### config.mk
export PLATFORM = sky130hd
export DESIGN_NAME = hg_front
export DESIGN_NICKNAME = d
export VERILOG_FILES = /design/src/hg_pkg.sv /design/src/hg_front.sv
export SDC_FILE = /design/constraint.sdc
export NUM_CORES = 1
export LEC_CHECK = 0
export BUFFER_PORTS_ARGS = -buffer_cell sky130_fd_sc_hd__buf_2
export CORE_ASPECT_RATIO = 1.25
export CORE_MARGIN = 2
export CORE_UTILIZATION = 55
export DETAILED_ROUTE_END_ITERATION = 10
export GPL_TIMING_DRIVEN = 0
export PLACE_DENSITY = 0.74
export SLEW_MARGIN = 20
export SYNTH_ARGS = -nofsm -noshare
export SYNTH_HDL_FRONTEND = slang
export SYNTH_SLANG_ARGS = --single-unit
### constraint.sdc
create_clock -name vclk -period 18.4
set_input_delay 2.76 -clock vclk [all_inputs]
set_output_delay 2.76 -clock vclk [all_outputs]
set_load 0.005 [all_outputs]
### src/hg_pkg.sv
// Shared types, constants and helper functions for the histogram engine.
// No dependencies; every other file of the block imports this package.
package hg_pkg;

    localparam int MAX_BINS_DEF    = 64;
    localparam int COUNT_WIDTH_DEF = 32;
    localparam int BIN_W           = 6;
    localparam int NB_W            = 7;
    localparam int SCALE_W         = 24;
    localparam int PROM_W          = 9;
    localparam int MAX_RESULTS     = 32;
    localparam int K_W             = 6;
    localparam int QUEUE_DEPTH     = 2;
    localparam int PADDR_W         = 5;
    localparam int PDATA_W         = 32;

    localparam logic [PROM_W-1:0] PROM_ONE = 9'd256;

    typedef enum logic [1:0] {
        OP_ADD   = 2'd0,
        OP_CLEAR = 2'd1,
        OP_READ  = 2'd2,
        OP_PEAKS = 2'd3
    } opcode_t;

    typedef enum logic [2:0] {
        REG_RANGE_LOW   = 3'd0,
        REG_RANGE_HIGH  = 3'd1,
        REG_BIN_SCALE   = 3'd2,
        REG_BINS_IN_USE = 3'd3,
        REG_PROMINENCE  = 3'd4
    } reg_index_t;

    typedef enum logic [3:0] {
        S_IDLE,
        S_ADD_UPD,
        S_RD_DATA,
        S_EMIT,
        S_SC_RD,
        S_SC_SH,
        S_SC_MUL,
        S_SC_CMP,
        S_SC_END
    } back_state_t;

    typedef struct packed {
        opcode_t            opcode;
        logic signed [15:0] sample;
        logic [BIN_W-1:0]   bin_select;
    } item_t;

    typedef struct packed {
        logic             accepted;
        logic [BIN_W-1:0] bin_index;
        logic [31:0]      bin_count;
        logic [31:0]      total_count;
        logic [31:0]      max_count;
        logic [BIN_W-1:0] max_index;
        logic             range_error;
        logic             peak_found;
        logic             last;
    } result_t;

    typedef struct packed {
        logic signed [15:0] range_low;
        logic signed [15:0] range_high;
        logic [SCALE_W-1:0] bin_scale;
        logic [NB_W-1:0]    bins_in_use;
        logic [PROM_W-1:0]  prominence;
    } cfg_t;

    typedef struct packed {
        opcode_t          op;
        logic             in_range;
        logic [BIN_W-1:0] bin;
    } cmd_t;

    typedef struct packed {
        logic             accepted;
        logic [BIN_W-1:0] bin_index;
        logic [31:0]      bin_count;
        logic             range_error;
        logic             peak_found;
        logic             last;
    } res_t;

    function automatic logic [NB_W-1:0] active_bins(logic [NB_W-1:0] b, int max_bins);
        logic [NB_W-1:0] n;
        n = b;
        if (n == '0) n = NB_W'(1);
        if (n > NB_W'(max_bins)) n = NB_W'(max_bins);
        return n;
    endfunction

endpackage

### src/hg_front.sv
// Front end of the histogram engine: accepts transactions and classifies them.
// Computes the target bin of a sample. Depends on hg_pkg.
module hg_front #(
    parameter int MAX_BINS = hg_pkg::MAX_BINS_DEF
) (
    input  hg_pkg::cfg_t  cfg,
    input  logic          item_valid,
    output logic          item_stall,
    input  hg_pkg::item_t item_data,
    input  logic          full,
    output logic          push,
    output hg_pkg::cmd_t  push_cmd
);
    import hg_pkg::*;

    logic [NB_W-1:0]  n;
    logic [NB_W-1:0]  last_bin;
    logic             below;
    logic             above;
    logic             at_high;
    logic [16:0]      diff_s;
    logic [15:0]      diff;
    logic [39:0]      prod;
    logic [23:0]      q;
    logic [BIN_W-1:0] idx;

    always_comb
    begin
        n        = active_bins(cfg.bins_in_use, MAX_BINS);
        last_bin = n - NB_W'(1);
        below    = $signed(item_data.sample) < $signed(cfg.range_low);
        above    = $signed(item_data.sample) > $signed(cfg.range_high);
        at_high  = item_data.sample == cfg.range_high;
        diff_s   = {item_data.sample[15], item_data.sample} - {cfg.range_low[15], cfg.range_low};
        diff     = diff_s[15:0];
        prod     = 40'(diff) * 40'(cfg.bin_scale);
        q        = prod[39:16];
        if (at_high || (q > 24'(last_bin)))
        begin
            idx = last_bin[BIN_W-1:0];
        end
        else
        begin
            idx = q[BIN_W-1:0];
        end
        push_cmd.op       = item_data.opcode;
        push_cmd.in_range = !below && !above;
        push_cmd.bin      = (item_data.opcode == OP_READ) ? item_data.bin_select : idx;
    end

    assign item_stall = full;
    assign push       = item_valid && !full;

endmodule

==> results of run 1 <==
cell families (layout without fill, tap and decap cells):
logic type	Yosys count	in the layout	synth area share
fa+ha+maj	456	456	0.5507
buf+inv	504	603	0.1311
mux	28	28	0.02049
xor+xnor	26	26	0.01567
other cells	0	1	0
compound gates	192	192	0.09023
simple gates	585	585	0.1918
through the flow:
| stage | utilization | cells | cell area (µm²) |
|---|---|---|---|
| 6_report | 0.5945 | 2231 | 15460 |
| 3_5_place_dp | 0.5944 | 2230 | 15460 |
| 2_1_floorplan | - | 1791 | 14530 |
| 5_1_grt | 0.5944 | 2230 | 15460 |
| 4_1_cts | 0.5944 | 2230 | 15460 |
| 3_3_place_gp | 0.5939 | 2229 | 15450 |
critical path, delay by kind of cell:
family,cells,cell delay (ns)
buf+inv,7,1.20
compound gates,14,3.37
simple gates,9,2.75
fa+ha+maj,9,3.72
xor+xnor,1,0.27
path summary, 6_finish.rpt:
path,cells after the start,start,slack (ns),end
max,40,cfg[57],1.53,push_cmd[1]
min,3,full,5.76,push
cell usage after synthesis (14+ instances only):
cell      number
clkbuf_1      77
fa_1         306
and2_1       103
nand4_1       17
nand2_1      306
xnor2_1       14
inv_1        421
ha_1         150
a21oi_1       60
nand3_1       15
nand2b_1      43
nor2_1        41
mux2i_1       17
o21ai_0       31
nor2b_1       19
routing by layer:
metal	track usage	wire length (µm)
met5	0	0
met4	0.1672	2790
met3	0.05196	4076
met2	0.5620	20950
met1	0.3949	15480
area by class of cell:
cell class,instances,area (µm²)
multi-input combinational,1287,12630
buffer,83,325.3
antenna,1,2.502
tap,340,425.4
timing repair buffer,99,495.5
inverter,421,1580
fill,2412,10550
==> results by group, run 1 <==
Drt
  • Via/cell ratio: between 5 and 6
  • Drt pass-1 iters: 5
  • Initial DRC Count: 872
  • Post-route ant nets: 0
  • Via count: ~13000
  • # DRC: 0
  • WL final: 43.30 mm
  • WL per Instance: 19.41 µm

Die
  • IO Pins: between 100 and 150
  • # rows: 66
  • Die width: 149.4 µm
  • Die Y: roughly 190 µm
  • Die Area: around 28000 µm²
  • Initial Util: 0.5587
  • Core Region: 26010 µm²

Min path
  • HP Class: input pin to output port

Cells and area
  • FF+latch area: 0 µm²
  • # clk buffers: 0
  • Nets: 2446
  • Layout cells sized above 1: 0.06825
  • FF+latch count: 0
  • Most frequent cells in the layout: inv_1 (421), nand2_1 (306), fa_1 (306)
  • Area growth from synthesis to layout: 6.406%
  • Commonest non-fill, non-tap cell in the layout: inv_1

Global routing
  • Tot GR Track Use: 0.3264
  • Overflow after GRT: 0
  • Initial antenna violation count: 1
  • Vias in the first global route: 13300
  • Pin count of the biggest net entering global routing: 11
  • First-pass GRT wire length: 69.66 mm

Critical path
  • CP max stage delay: 0.81 ns
  • Crit path capture type: output port
  • Slowest cell on crit path: nor2_1
  • Worst EP arrival: between 10 and 15 ns
  • Crit-path max FO: 10
  • Setup CP Type: input pin to output port
  • Startpoint Class: input pin
  • CP required: 15.64 ns
  • Crit-path most repeated cell: fa_1

Synth
  • Largest area contributor in the netlist: fa_1
  • Yosys warns: 0
  • Yosys cell types: 63
  • Synthesized instance count: 1791
  • Sequential-to-total area share from yosys stat: 0
  • Post-synth net total: 2345
  • Avg Synthesized Cell Area: approximately 8.1 µm²
  • Share of the synthesized area in the top cell type: 0.4215
  • Post-Syn Area: around 15000 µm²
  • Synth area leaders: fa_1 (42%), ha_1 (13%), inv_1 (11%)

STA
  • Final setup vio count: 0
  • Hold_ws: 5.755 ns
  • Period utilization: 0.9170
  • Worst slew pin tran: 1.118 ns
  • Max-slew violations: 0
  • RSZ-0062 raised after global routing: false
  • Slew margin rel.: 0.2493
  • Fin. Hold Viols: 0
  • Setup total negative slack: 0 ns
  • Fmax: 59.27 MHz
  • Final WS setup: approximately 1.5 ns
  • Post-layout min period: between 15 and 20 ns

Status
  • Status: completed

Placement
  • Post-DP HPWL: 36.75 mm
  • DP Worst Slack: 1.700 ns
  • Routability cong.: 0.9795
  • IO buf count: 98

Clock network
  • # hold bufs at CTS: 0
  • Post-CTS Resized: 0
  • Postcts setup bufs: 0

Job
  • Max-Cap Viols: 0
==> run 2: changes to the inputs <==
- CORE_UTILIZATION: 55 -> 25
- PLACE_DENSITY: 0.74 -> unset
==> run 2 against run 1 <==
Maximum frequency increased by 0.73%. Die area up 120%. Worst hold slack got worse by 0.0034 ns. Critical path type unchanged. Critical endpoint is now push_cmd[4]. Largest cell class unchanged.
==> results by group, run 2 (same netlist as run 1, synthesis figures left out) <==
Status
  • Status: completed

Job
  • Max-Cap Viols: 0

STA
  • Worst slew pin tran: ~1.1 ns
  • Period utilization: 0.9103
  • Final setup vio count: 0
  • Fmax: 59.70 MHz
  • Hold_ws: 5.752 ns
  • Max-slew violations: 0
  • Post-layout min period: 16.75 ns
  • Fin. Hold Viols: 0
  • RSZ-0062 raised after global routing: false
  • Slew margin rel.: 0.2718
  • Setup total negative slack: 0 ns

Min path
  • Min-delay src: full
  • Hold Path Stages: 3
  • HP Class: input pin to output port
  • Hold EP: push

Cells and area
  • Commonest non-fill, non-tap cell in the layout: inv_1
  • Fillers: ~6300
  • FF+latch count: 0
  • FF+latch area: 0 µm²
  • Nets: 2446
  • Antenna diode count: 0
  • Layout cells sized above 1: 0.06878
  • Most frequent cells in the layout: inv_1 (421), nand2_1 (306), fa_1 (306)
  • # clk buffers: 0
  • Area growth from synthesis to layout: 9.970%

Drt
  • WL per Instance: 17.39 µm
  • Initial DRC Count: 670
  • Drt pass-1 iters: 6
  • Via/cell ratio: 4.641
  • Post-route ant nets: 0
  • WL final: 45.91 mm
  • Via count: 12250
  • # DRC: 0

Critical path
  • CP required: 15.64 ns
  • Setup CP Type: input pin to output port
  • CP max stage delay: 0.65 ns
  • Startpoint Class: input pin
  • Crit path max-delay family: adder cells
  • Crit path capture type: output port
  • Crit-path max FO: 10
  • Buffers and inverters on the worst path: 8
  • Crit-path most repeated cell: fa_1
  • Slowest cell on crit path: nor4b_2
  • CP Launch Point: item_data[6]
  • Worst EP arrival: 13.99 ns

Clock network
  • Post-CTS Resized: 0
  • Postcts setup bufs: 0
  • # hold bufs at CTS: 0

Global routing
  • Overflow after GRT: 0
  • Vias in the first global route: 13190
  • Tot GR Track Use: 0.1578
  • First-pass GRT wire length: 73.71 mm
  • Initial antenna violation count: 0
  • Pin count of the biggest net entering global routing: 11

Placement
  • Post-DP HPWL: between 30 and 40 mm
  • IO buf count: 98
  • Routability cong.: 0.8939

Die
  • Die Area: 60090 µm²
  • Die width: 219.7 µm
  • IO Pins: 109
  • Die Y: approximately 270 µm
  • # rows: 98
  • Core Region: between 50000 and 60000 µm²
  • Initial Util: 0.2532
-- run 2: metal layers --
metal  vias up  GRT usage  wire length (µm)
met5         -          0                 0
met4         0    0.06570              2346
met3        92    0.01311              2007
met2       340     0.2876             23270
met1      6161     0.1893             18290
li1       5658          -                 -
-- run 2: tightest hold or removal path, stage by stage --
cell,delay [ns]
buf_2,0.09
nor2b_1,0.03
buf_2,0.11
-- run 2: area by class of cell --
type | instances | area [µm²] | share of cell area
Buffer | 83 | 325.3 | 0.02036
Inverter | 421 | 1580 | 0.09888
Multi-Input combinational cell | 1287 | 12640 | 0.7910
Tap cell | 750 | 938.4 | 0.05872
Timing Repair Buffer | 99 | 495.5 | 0.03100
-- run 2: through the flow --
stage | instances | cell area [µm²] | util | setup slack (ns)
6_report | 2640 | 15980 | 0.2785 | 1.650
5_1_grt | 2640 | 15980 | 0.2785 | 0.7916
4_1_cts | 2640 | 15980 | 0.2785 | 1.642
3_5_place_dp | 2640 | 15980 | 0.2785 | 1.693
3_3_place_gp | 2639 | 15960 | 0.2781 | 1.346
2_1_floorplan | 1791 | 14530 | - | 3.755
-- run 2: worst max-delay path by stage --
| stage | end | slack (ns) | cells after the start |
|---|---|---|---|
| after floorplan | push_cmd[5] | 3.76 | 42 |
| after global placement | push_cmd[4] | 1.35 | 40 |
| after detailed placement | push_cmd[4] | 1.69 | 42 |
| after CTS | push_cmd[4] | 1.64 | 42 |
| after global routing | push_cmd[0] | 0.79 | 42 |
| final | push_cmd[4] | 1.65 | 42 |
Power of run 2 is left out: the tool's default activity adds up to more than one toggle a clock period on the data nets, which glitch-free logic cannot reach.
