[config.mk]
export PLATFORM = sky130hd
export DESIGN_NAME = hg_fifo
export DESIGN_NICKNAME = d
export VERILOG_FILES = /design/src/hg_pkg.sv /design/src/hg_fifo.sv
export SDC_FILE = /design/constraint.sdc
export NUM_CORES = 1
export LEC_CHECK = 0
export ABC_AREA = 0
export BUFFER_PORTS_ARGS = -buffer_cell sky130_fd_sc_hd__buf_4
export CAP_MARGIN = 20
export CELL_PAD_IN_SITES_DETAIL_PLACEMENT = 0
export CELL_PAD_IN_SITES_GLOBAL_PLACEMENT = 2
export CORE_UTILIZATION = 37
export DETAILED_ROUTE_END_ITERATION = 8
export PLACE_DENSITY_LB_ADDON = 0.1
export REMOVE_ABC_BUFFERS = 1
export SYNTH_ARGS = -nofsm -noshare
export SYNTH_HDL_FRONTEND = slang
export SYNTH_SLANG_ARGS = --single-unit
[constraint.sdc]
create_clock -name clk -period 1.8 [get_ports clk]
set_input_delay 0.09 -clock clk [delete_from_list [all_inputs] [get_ports clk]]
set_output_delay 0.09 -clock clk [all_outputs]
set_load 0.02 [all_outputs]
[src/hg_pkg.sv]
// Shared types, constants and helper functions for the histogram engine.
// No dependencies; every other file of the block imports this package.
package hg_pkg;

    localparam int MAX_BINS_DEF    = 64;
    localparam int COUNT_WIDTH_DEF = 32;
    localparam int BIN_W           = 6;
    localparam int NB_W            = 7;
    localparam int SCALE_W         = 24;
    localparam int PROM_W          = 9;
    localparam int MAX_RESULTS     = 32;
    localparam int K_W             = 6;
    localparam int QUEUE_DEPTH     = 2;
    localparam int PADDR_W         = 5;
    localparam int PDATA_W         = 32;

    localparam logic [PROM_W-1:0] PROM_ONE = 9'd256;

    typedef enum logic [1:0] {
        OP_ADD   = 2'd0,
        OP_CLEAR = 2'd1,
        OP_READ  = 2'd2,
        OP_PEAKS = 2'd3
    } opcode_t;

    typedef enum logic [2:0] {
        REG_RANGE_LOW   = 3'd0,
        REG_RANGE_HIGH  = 3'd1,
        REG_BIN_SCALE   = 3'd2,
        REG_BINS_IN_USE = 3'd3,
        REG_PROMINENCE  = 3'd4
    } reg_index_t;

    typedef enum logic [3:0] {
        S_IDLE,
        S_ADD_UPD,
        S_RD_DATA,
        S_EMIT,
        S_SC_RD,
        S_SC_SH,
        S_SC_MUL,
        S_SC_CMP,
        S_SC_END
    } back_state_t;

    typedef struct packed {
        opcode_t            opcode;
        logic signed [15:0] sample;
        logic [BIN_W-1:0]   bin_select;
    } item_t;

    typedef struct packed {
        logic             accepted;
        logic [BIN_W-1:0] bin_index;
        logic [31:0]      bin_count;
        logic [31:0]      total_count;
        logic [31:0]      max_count;
        logic [BIN_W-1:0] max_index;
        logic             range_error;
        logic             peak_found;
        logic             last;
    } result_t;

    typedef struct packed {
        logic signed [15:0] range_low;
        logic signed [15:0] range_high;
        logic [SCALE_W-1:0] bin_scale;
        logic [NB_W-1:0]    bins_in_use;
        logic [PROM_W-1:0]  prominence;
    } cfg_t;

    typedef struct packed {
        opcode_t          op;
        logic             in_range;
        logic [BIN_W-1:0] bin;
    } cmd_t;

    typedef struct packed {
        logic             accepted;
        logic [BIN_W-1:0] bin_index;
        logic [31:0]      bin_count;
        logic             range_error;
        logic             peak_found;
        logic             last;
    } res_t;

    function automatic logic [NB_W-1:0] active_bins(logic [NB_W-1:0] b, int max_bins);
        logic [NB_W-1:0] n;
        n = b;
        if (n == '0) n = NB_W'(1);
        if (n > NB_W'(max_bins)) n = NB_W'(max_bins);
        return n;
    endfunction

endpackage

[src/hg_fifo.sv]
// Short command queue between the front end and the back end.
// Depends on hg_pkg for the command type and its depth.
module hg_fifo (
    input  logic         clk,
    input  logic         rst_n,
    input  logic         push,
    input  hg_pkg::cmd_t push_cmd,
    output logic         full,
    input  logic         pop,
    output hg_pkg::cmd_t pop_cmd,
    output logic         not_empty
);
    import hg_pkg::*;

    localparam int PW = $clog2(QUEUE_DEPTH);

    cmd_t          entries_reg [QUEUE_DEPTH];
    logic [PW-1:0] wr_ptr_reg, wr_ptr_next;
    logic [PW-1:0] rd_ptr_reg, rd_ptr_next;
    logic [PW:0]   cnt_reg, cnt_next;

    always_comb
    begin
        wr_ptr_next = wr_ptr_reg;
        rd_ptr_next = rd_ptr_reg;
        cnt_next    = cnt_reg;
        if (push)
        begin
            wr_ptr_next = (wr_ptr_reg == PW'(QUEUE_DEPTH - 1)) ? '0 : wr_ptr_reg + PW'(1);
        end
        if (pop)
        begin
            rd_ptr_next = (rd_ptr_reg == PW'(QUEUE_DEPTH - 1)) ? '0 : rd_ptr_reg + PW'(1);
        end
        if (push && !pop)
        begin
            cnt_next = cnt_reg + (PW+1)'(1);
        end
        else if (pop && !push)
        begin
            cnt_next = cnt_reg - (PW+1)'(1);
        end
    end

    always_ff @(posedge clk or negedge rst_n)
    begin
        if (!rst_n)
        begin
            wr_ptr_reg <= '0;
            rd_ptr_reg <= '0;
            cnt_reg    <= '0;
        end
        else
        begin
            wr_ptr_reg <= wr_ptr_next;
            rd_ptr_reg <= rd_ptr_next;
            cnt_reg    <= cnt_next;
        end
    end

    always_ff @(posedge clk)
    begin
        if (push)
        begin
            entries_reg[wr_ptr_reg] <= push_cmd;
        end
    end

    assign full      = cnt_reg == (PW+1)'(QUEUE_DEPTH);
    assign not_empty = cnt_reg != '0;
    assign pop_cmd   = entries_reg[rd_ptr_reg];

endmodule

==> summary.txt, run 1 <==
Run status
  – Status: completed

Place
  – Placement Cell Area: 1047 um^2
  – Number of port buffers: 23
  – Hpwl dp: 808.6 um
  – Final GP Congestion: 0.6832

Die
  – Die height: 49.78 um
  – Num rows: 16
  – Die X: 49.78 um
  – Core ar.: 2062 um^2
  – Initial Util: 40.96%
  – Die area: 2478 um^2
  – Num ports: 24

Job
  – Max-cap viol count: 0

STA
  – Fmax: 0.6425 GHz
  – Tmin final: 1.556 ns
  – Fin. Hold Viols: 0
  – Max-slew headroom: 70.80%
  – RSZ-0062 raised after global routing: no
  – Final setup violation count: 0
  – Worst Tran Pin Value: 0.4380 ns
  – Max-slew violation total from the final report: 0
  – Fin crit share: 86.46%
  – Worst Skew: 0.009266 ns
  – Fin Setup TNS: 0 ns

Clock tree
  – Hold buffer count at CTS: 12
  – Post-cts sizing count: 0
  – Clock Root Buffer: clkbuf_4
  – CTS tree: built
  – Clock transition at the registers of the reported paths: 0.10 ns
  – Clock Tree Buf Depth: 2
  – Latest clock arrival within the worst-skew pair: 0.30 ns
  – Num CTS Buffers: 3
  – Post-CTS Setup Inserts: 0
  – H-tree depth: 1
  – CTS sink count: 22

Pwr
  – Peak VDD IR: 0.7318 mV
  – Power Dens Cells: 1337 nW/um^2
  – Sequential fraction of design power: 48.9%
  – Cell internal pwr: 1.092 mW
  – Overall Power: 1.596 mW
  – Clock power frac: 13.7%
  – Combinational group share of total power: 37.4%
  – Leak: 0.4800 nW
  – Switching Share: 31.58%
  – NetSw: 0.5040 mW

Detailed routing
  – Via count: 479
  – Routed len/inst: 11.18 um
  – Vias/cell: 4.355
  – DRC: 0
  – DRT Wirelength: 1.230 mm
  – Initial DRC count: 3
  – Drt first pass iters: 2
  – Antenna-violating nets left: 0

Setup path
  – Crit start category: flop
  – Internal reg-to-reg setup slack: 0.65 ns
  – CP endpoint kind: output port
  – Crit path max fanout: 10
  – Register-to-Register Path Depth: 1
  – Cells along the critical path: mux2_2 > buf_4
  – Data arrival time of the worst path: 1.47 ns
  – R2r endpoint: entries_reg[1][0]
  – CP required: 1.71 ns
  – CP max stage delay: 0.62 ns
  – WS Path Type: reg -> out
  – CP max stage cell: dfrtp_1
  – FF-to-FF Start: wr_ptr_reg

Finish
  – Max FFs per register: 18
  – Post-layout util: 57.89%
  – N_diodes: 0
  – Final Cell Area: 1194 um^2
  – Final net count: 98
  – Share of layout cells above drive strength 1: 45.78%
  – Layout overhead on the synthesized area: 41.33%

Global routing
  – Largest net degree at the start of global routing: 13
  – First-pass GRT wire length: 1.973 mm
  – Vias in the first global route: 468
  – Total GRT Usage: 11.34%
  – Residual overflow from global routing: 0
  – Initial antenna violation count: 0

Yosys
  – Warnings, synthesis: 0
  – Post-synth cell types: 13
  – Seq/Total Area, Yosys: 75.85%
  – Synthesized area per cell: 19.19 um^2
  – Mapped Area: 844.6 um^2
  – Post-synthesis register bit count: 22
  – Mapped Cells: 44

Min path
  – HP Class: in -> async
placed cells by master, fill, tap and decap left out:
cell | synthesis | layout
and2_1 | 1 | 1
and2b_2 | 1 | 1
buf_4 | 0 | 24
clkbuf_1 | 0 | 1
clkbuf_4 | 0 | 3
dfrtp_1 | 4 | 4
dlygate4sd3_1 | 0 | 12
edfxtp_1 | 18 | 18
ha_1 | 1 | 1
inv_1 | 1 | 1
mux2_2 | 9 | 9
nor2_1 | 1 | 1
nor2b_1 | 1 | 1
or2_2 | 1 | 1
xnor2_1 | 1 | 1
xor2_1 | 4 | 4
through the flow:
step                      hold WS (ns)  setup slack [ns]  instances
after floorplan                -0.2056            0.5926         43
final                           0.1201            0.2436        110
after CTS                       0.1046            0.2205        110
after global placement         -0.1089            0.5753         94
after detailed placement       -0.1090            0.5672         94
after global routing            0.1011            0.1483        110
worst max-delay path by stage:
stage                                    to  depth (start not counted)  startpoint
after floorplan           entries_reg[0][0]                          1  wr_ptr_reg
after global placement           pop_cmd[8]                          2  rd_ptr_reg
after detailed placement         pop_cmd[8]                          2  rd_ptr_reg
after CTS                        pop_cmd[2]                          2  rd_ptr_reg
after global routing             pop_cmd[7]                          2  rd_ptr_reg
final                            pop_cmd[2]                          2  rd_ptr_reg
layout make-up:
type                       count  area, um^2
multi-input combinational     20       188.9
timing repair buffer          36       300.3
clock buffer                   4       26.28
fill                         180       868.3
inverter                       1       3.754
tap                           27       33.78
sequential                    22       640.6
cell usage after synthesis:
master | count | area [um^2]
edfxtp_1 | 18 | 540.5
mux2_2 | 9 | 101.4
dfrtp_1 | 4 | 100.1
xor2_1 | 4 | 35.03
and2_1 | 1 | 6.260
and2b_2 | 1 | 8.760
buf_6 | 1 | 11.26
ha_1 | 1 | 12.51
inv_1 | 1 | 3.750
nor2_1 | 1 | 3.750
nor2b_1 | 1 | 6.260
or2_2 | 1 | 6.260
xnor2_1 | 1 | 8.760
metal layers:
| metal | track usage (%) | routed length (um) | share of wire (%) | up-vias |
|---|---|---|---|---|
| met1 | 12.07 | 540 | 44 | 227 |
| met2 | 19.14 | 629 | 51 | 12 |
| met4 | 8.571 | 17 | 1.4 | 0 |
| met3 | 2.778 | 44 | 3.6 | 2 |
| met5 | 0 | 0 | 0 | - |
| li1 | - | - | - | 238 |
critical path, delay by kind of cell, from the launching register on:
kind     cells  cell delay (ns)
flops        1             0.62
mux          1             0.40
buf+inv      1             0.16
power groups by stage:
stage / clock, mW / combinational (mW) / sequential [mW]
5_1_grt: 0.256 / 0.636 / 0.798
3_3_place_gp: 0 / 0.579 / 0.791
4_1_cts: 0.228 / 0.604 / 0.784
2_1_floorplan: 0 / 0.364 / 0.768
3_5_place_dp: 0 / 0.582 / 0.795
6_report: 0.218 / 0.597 / 0.781
cells by family (layout without fill, tap and decap cells):
kind of cell	Yosys count	count (layout)	synth area share, %
XOR/XNOR	5	5	5.185
adder cells (fa/ha/maj)	1	1	1.481
buffers and inverters	2	41	1.777
flip-flops	22	22	75.85
multiplexers	9	9	12.00
AND/OR/NAND/NOR	5	5	3.705
Power figures use the tool's default switching activity.
==> inputs of run 2 (changes only) <==
Settings changed: CORE_ASPECT_RATIO set to 1.5.
==> summary.txt, run 2 (synthesis gave the netlist of run 1 again) <==
Detailed routing
  – DRT Wirelength: 1.333 mm
  – Routed len/inst: 12.70 um
  – Via count: 485
  – DRC: 0
  – Initial DRC count: 5
  – Drt first pass iters: 2
  – Antenna-violating nets left: 0
  – Vias/cell: 4.619

Finish
  – Commonest cells after routing, fill and taps aside: 24 x buf_4, 18 x edfxtp_1, 12 x dlygate4sd3_1
  – Non-filler cells, final: 105
  – N_diodes: 0
  – Most common cell after layout, fill and taps aside: buf_4
  – Max FFs per register: 18
  – Post-layout util: 57.17%
  – Layout overhead on the synthesized area: 40.59%
  – Final net count: 98
  – Share of layout cells above drive strength 1: 45.78%

Die
  – Core ar.: 2077 um^2
  – Num ports: 24
  – Initial Util: 40.66%
  – Num rows: 20
  – Die area: 2482 um^2
  – Die X: 41.01 um
  – Die height: 60.52 um

Clock tree
  – Post-cts sizing count: 0
  – Clock transition at the registers of the reported paths: 0.11 ns
  – Num CTS Buffers: 3
  – CTS tree: built
  – Clock Root Buffer: clkbuf_4
  – Latest clock arrival within the worst-skew pair: 0.29 ns
  – Clock Tree Buf Depth: 2
  – H-tree depth: 1
  – CTS sink count: 22

Place
  – Final GP Congestion: 0.5872
  – Number of port buffers: 23
  – Placed Cells: 89

Global routing
  – M1 GR Usage: 14.60%
  – Grt peak-use layer: met2
  – Total GRT Usage: 12.81%
  – Met2 usage: 21.43%
  – First-pass GRT wire length: 2.070 mm
  – Vias in the first global route: 483
  – Residual overflow from global routing: 0
  – Largest net degree at the start of global routing: 13
  – GR Util met3: 2.198%
  – Initial antenna violation count: 0

Setup path
  – Top Family by Delay on Critical Path: flip-flops
  – WS Path Type: reg -> out
  – R2r endpoint: entries_reg[0][7]
  – CP Buf/Inv Count: 1
  – FF-to-FF Start: wr_ptr_reg
  – Data arrival time of the worst path: 1.47 ns
  – Cells along the critical path: mux2_2 > buf_4
  – CP max stage delay: 0.62 ns
  – Crit path max fanout: 10
  – CP max stage cell: dfrtp_1
  – CP endpoint kind: output port
  – Internal reg-to-reg setup slack: 0.65 ns
  – CP required: 1.71 ns
  – Crit start category: flop
  – Register-to-Register Path Depth: 2

Pwr
  – Power Dens Cells: 1345 nW/um^2
  – Peak VDD IR: 0.8542 mV
  – Leak: 0.4803 nW
  – Overall Power: 1.597 mW

STA
  – RSZ-0062 raised after global routing: no
  – Fmax: 0.6420 GHz
  – Max-slew violation total from the final report: 0
  – Fin Setup TNS: 0 ns
  – Fin. Hold Viols: 0
  – Fin crit share: 86.54%
  – Final setup violation count: 0
  – Tmin final: 1.558 ns
  – Worst Skew: 0.001256 ns
  – Worst Tran Pin Value: 0.4506 ns
  – Max-slew headroom: 69.96%

Job
  – Max-cap viol count: 0

Min path
  – HP Class: in -> async

Run status
  – Status: completed
[run 2: where the power goes]
part	internal [mW]	switching (mW)
clock network	0.0807	0.131
logic	0.317	0.290
registers	0.689	0.0893
total	1.09	0.511
[run 2: worst register-to-register path, delay by kind of cell (launching register included)]
family / cells / cell delay, ns
flip-flops: 1 / 0.41
AND/OR/NAND/NOR: 1 / 0.24
buffers and inverters: 1 / 0.22
[run 2: area by class of cell]
class | instances | area [um^2]
clock buffers | 3 | 22.52
multi-input cells | 20 | 188.9
inverters | 1 | 3.754
well taps | 22 | 27.53
fillers | 177 | 889.6
clock inverters | 1 | 3.754
flip-flops and latches | 22 | 640.6
repair buffers | 36 | 300.3
[run 2: metal layers]
metal,wire length [um],up-vias
li1,-,237
met4,0,0
met3,51,0
met2,762,14
met5,0,-
met1,519,234
[run 2: per-stage QoR]
stage	hold slack, ns	setup slack, ns	area [um^2]
CTS	0.09364	0.1898	1187
floorplan	-0.2056	0.5926	833.3
global route	0.1013	0.1460	1187
detailed placement	-0.1104	0.5374	1041
global placement	-0.1077	0.5693	1041
finish	0.1206	0.2423	1187
[run 2: timing repair]
action / CTS / global route
hold buffers: 12 / 0
setup buffers: 0 / 0
endpoints found under the hold margin: 24 / 0
[run 2: how the worst max path moves through the flow]
stage | startpoint | cells after the start | slack (ns) | endpoint
final | rd_ptr_reg | 2 | 0.24 | pop_cmd[3]
after global routing | rd_ptr_reg | 2 | 0.15 | pop_cmd[3]
after CTS | rd_ptr_reg | 2 | 0.19 | pop_cmd[3]
after global placement | rd_ptr_reg | 2 | 0.57 | pop_cmd[3]
after detailed placement | rd_ptr_reg | 2 | 0.54 | pop_cmd[3]
after floorplan | wr_ptr_reg | 1 | 0.59 | entries_reg[0][0]
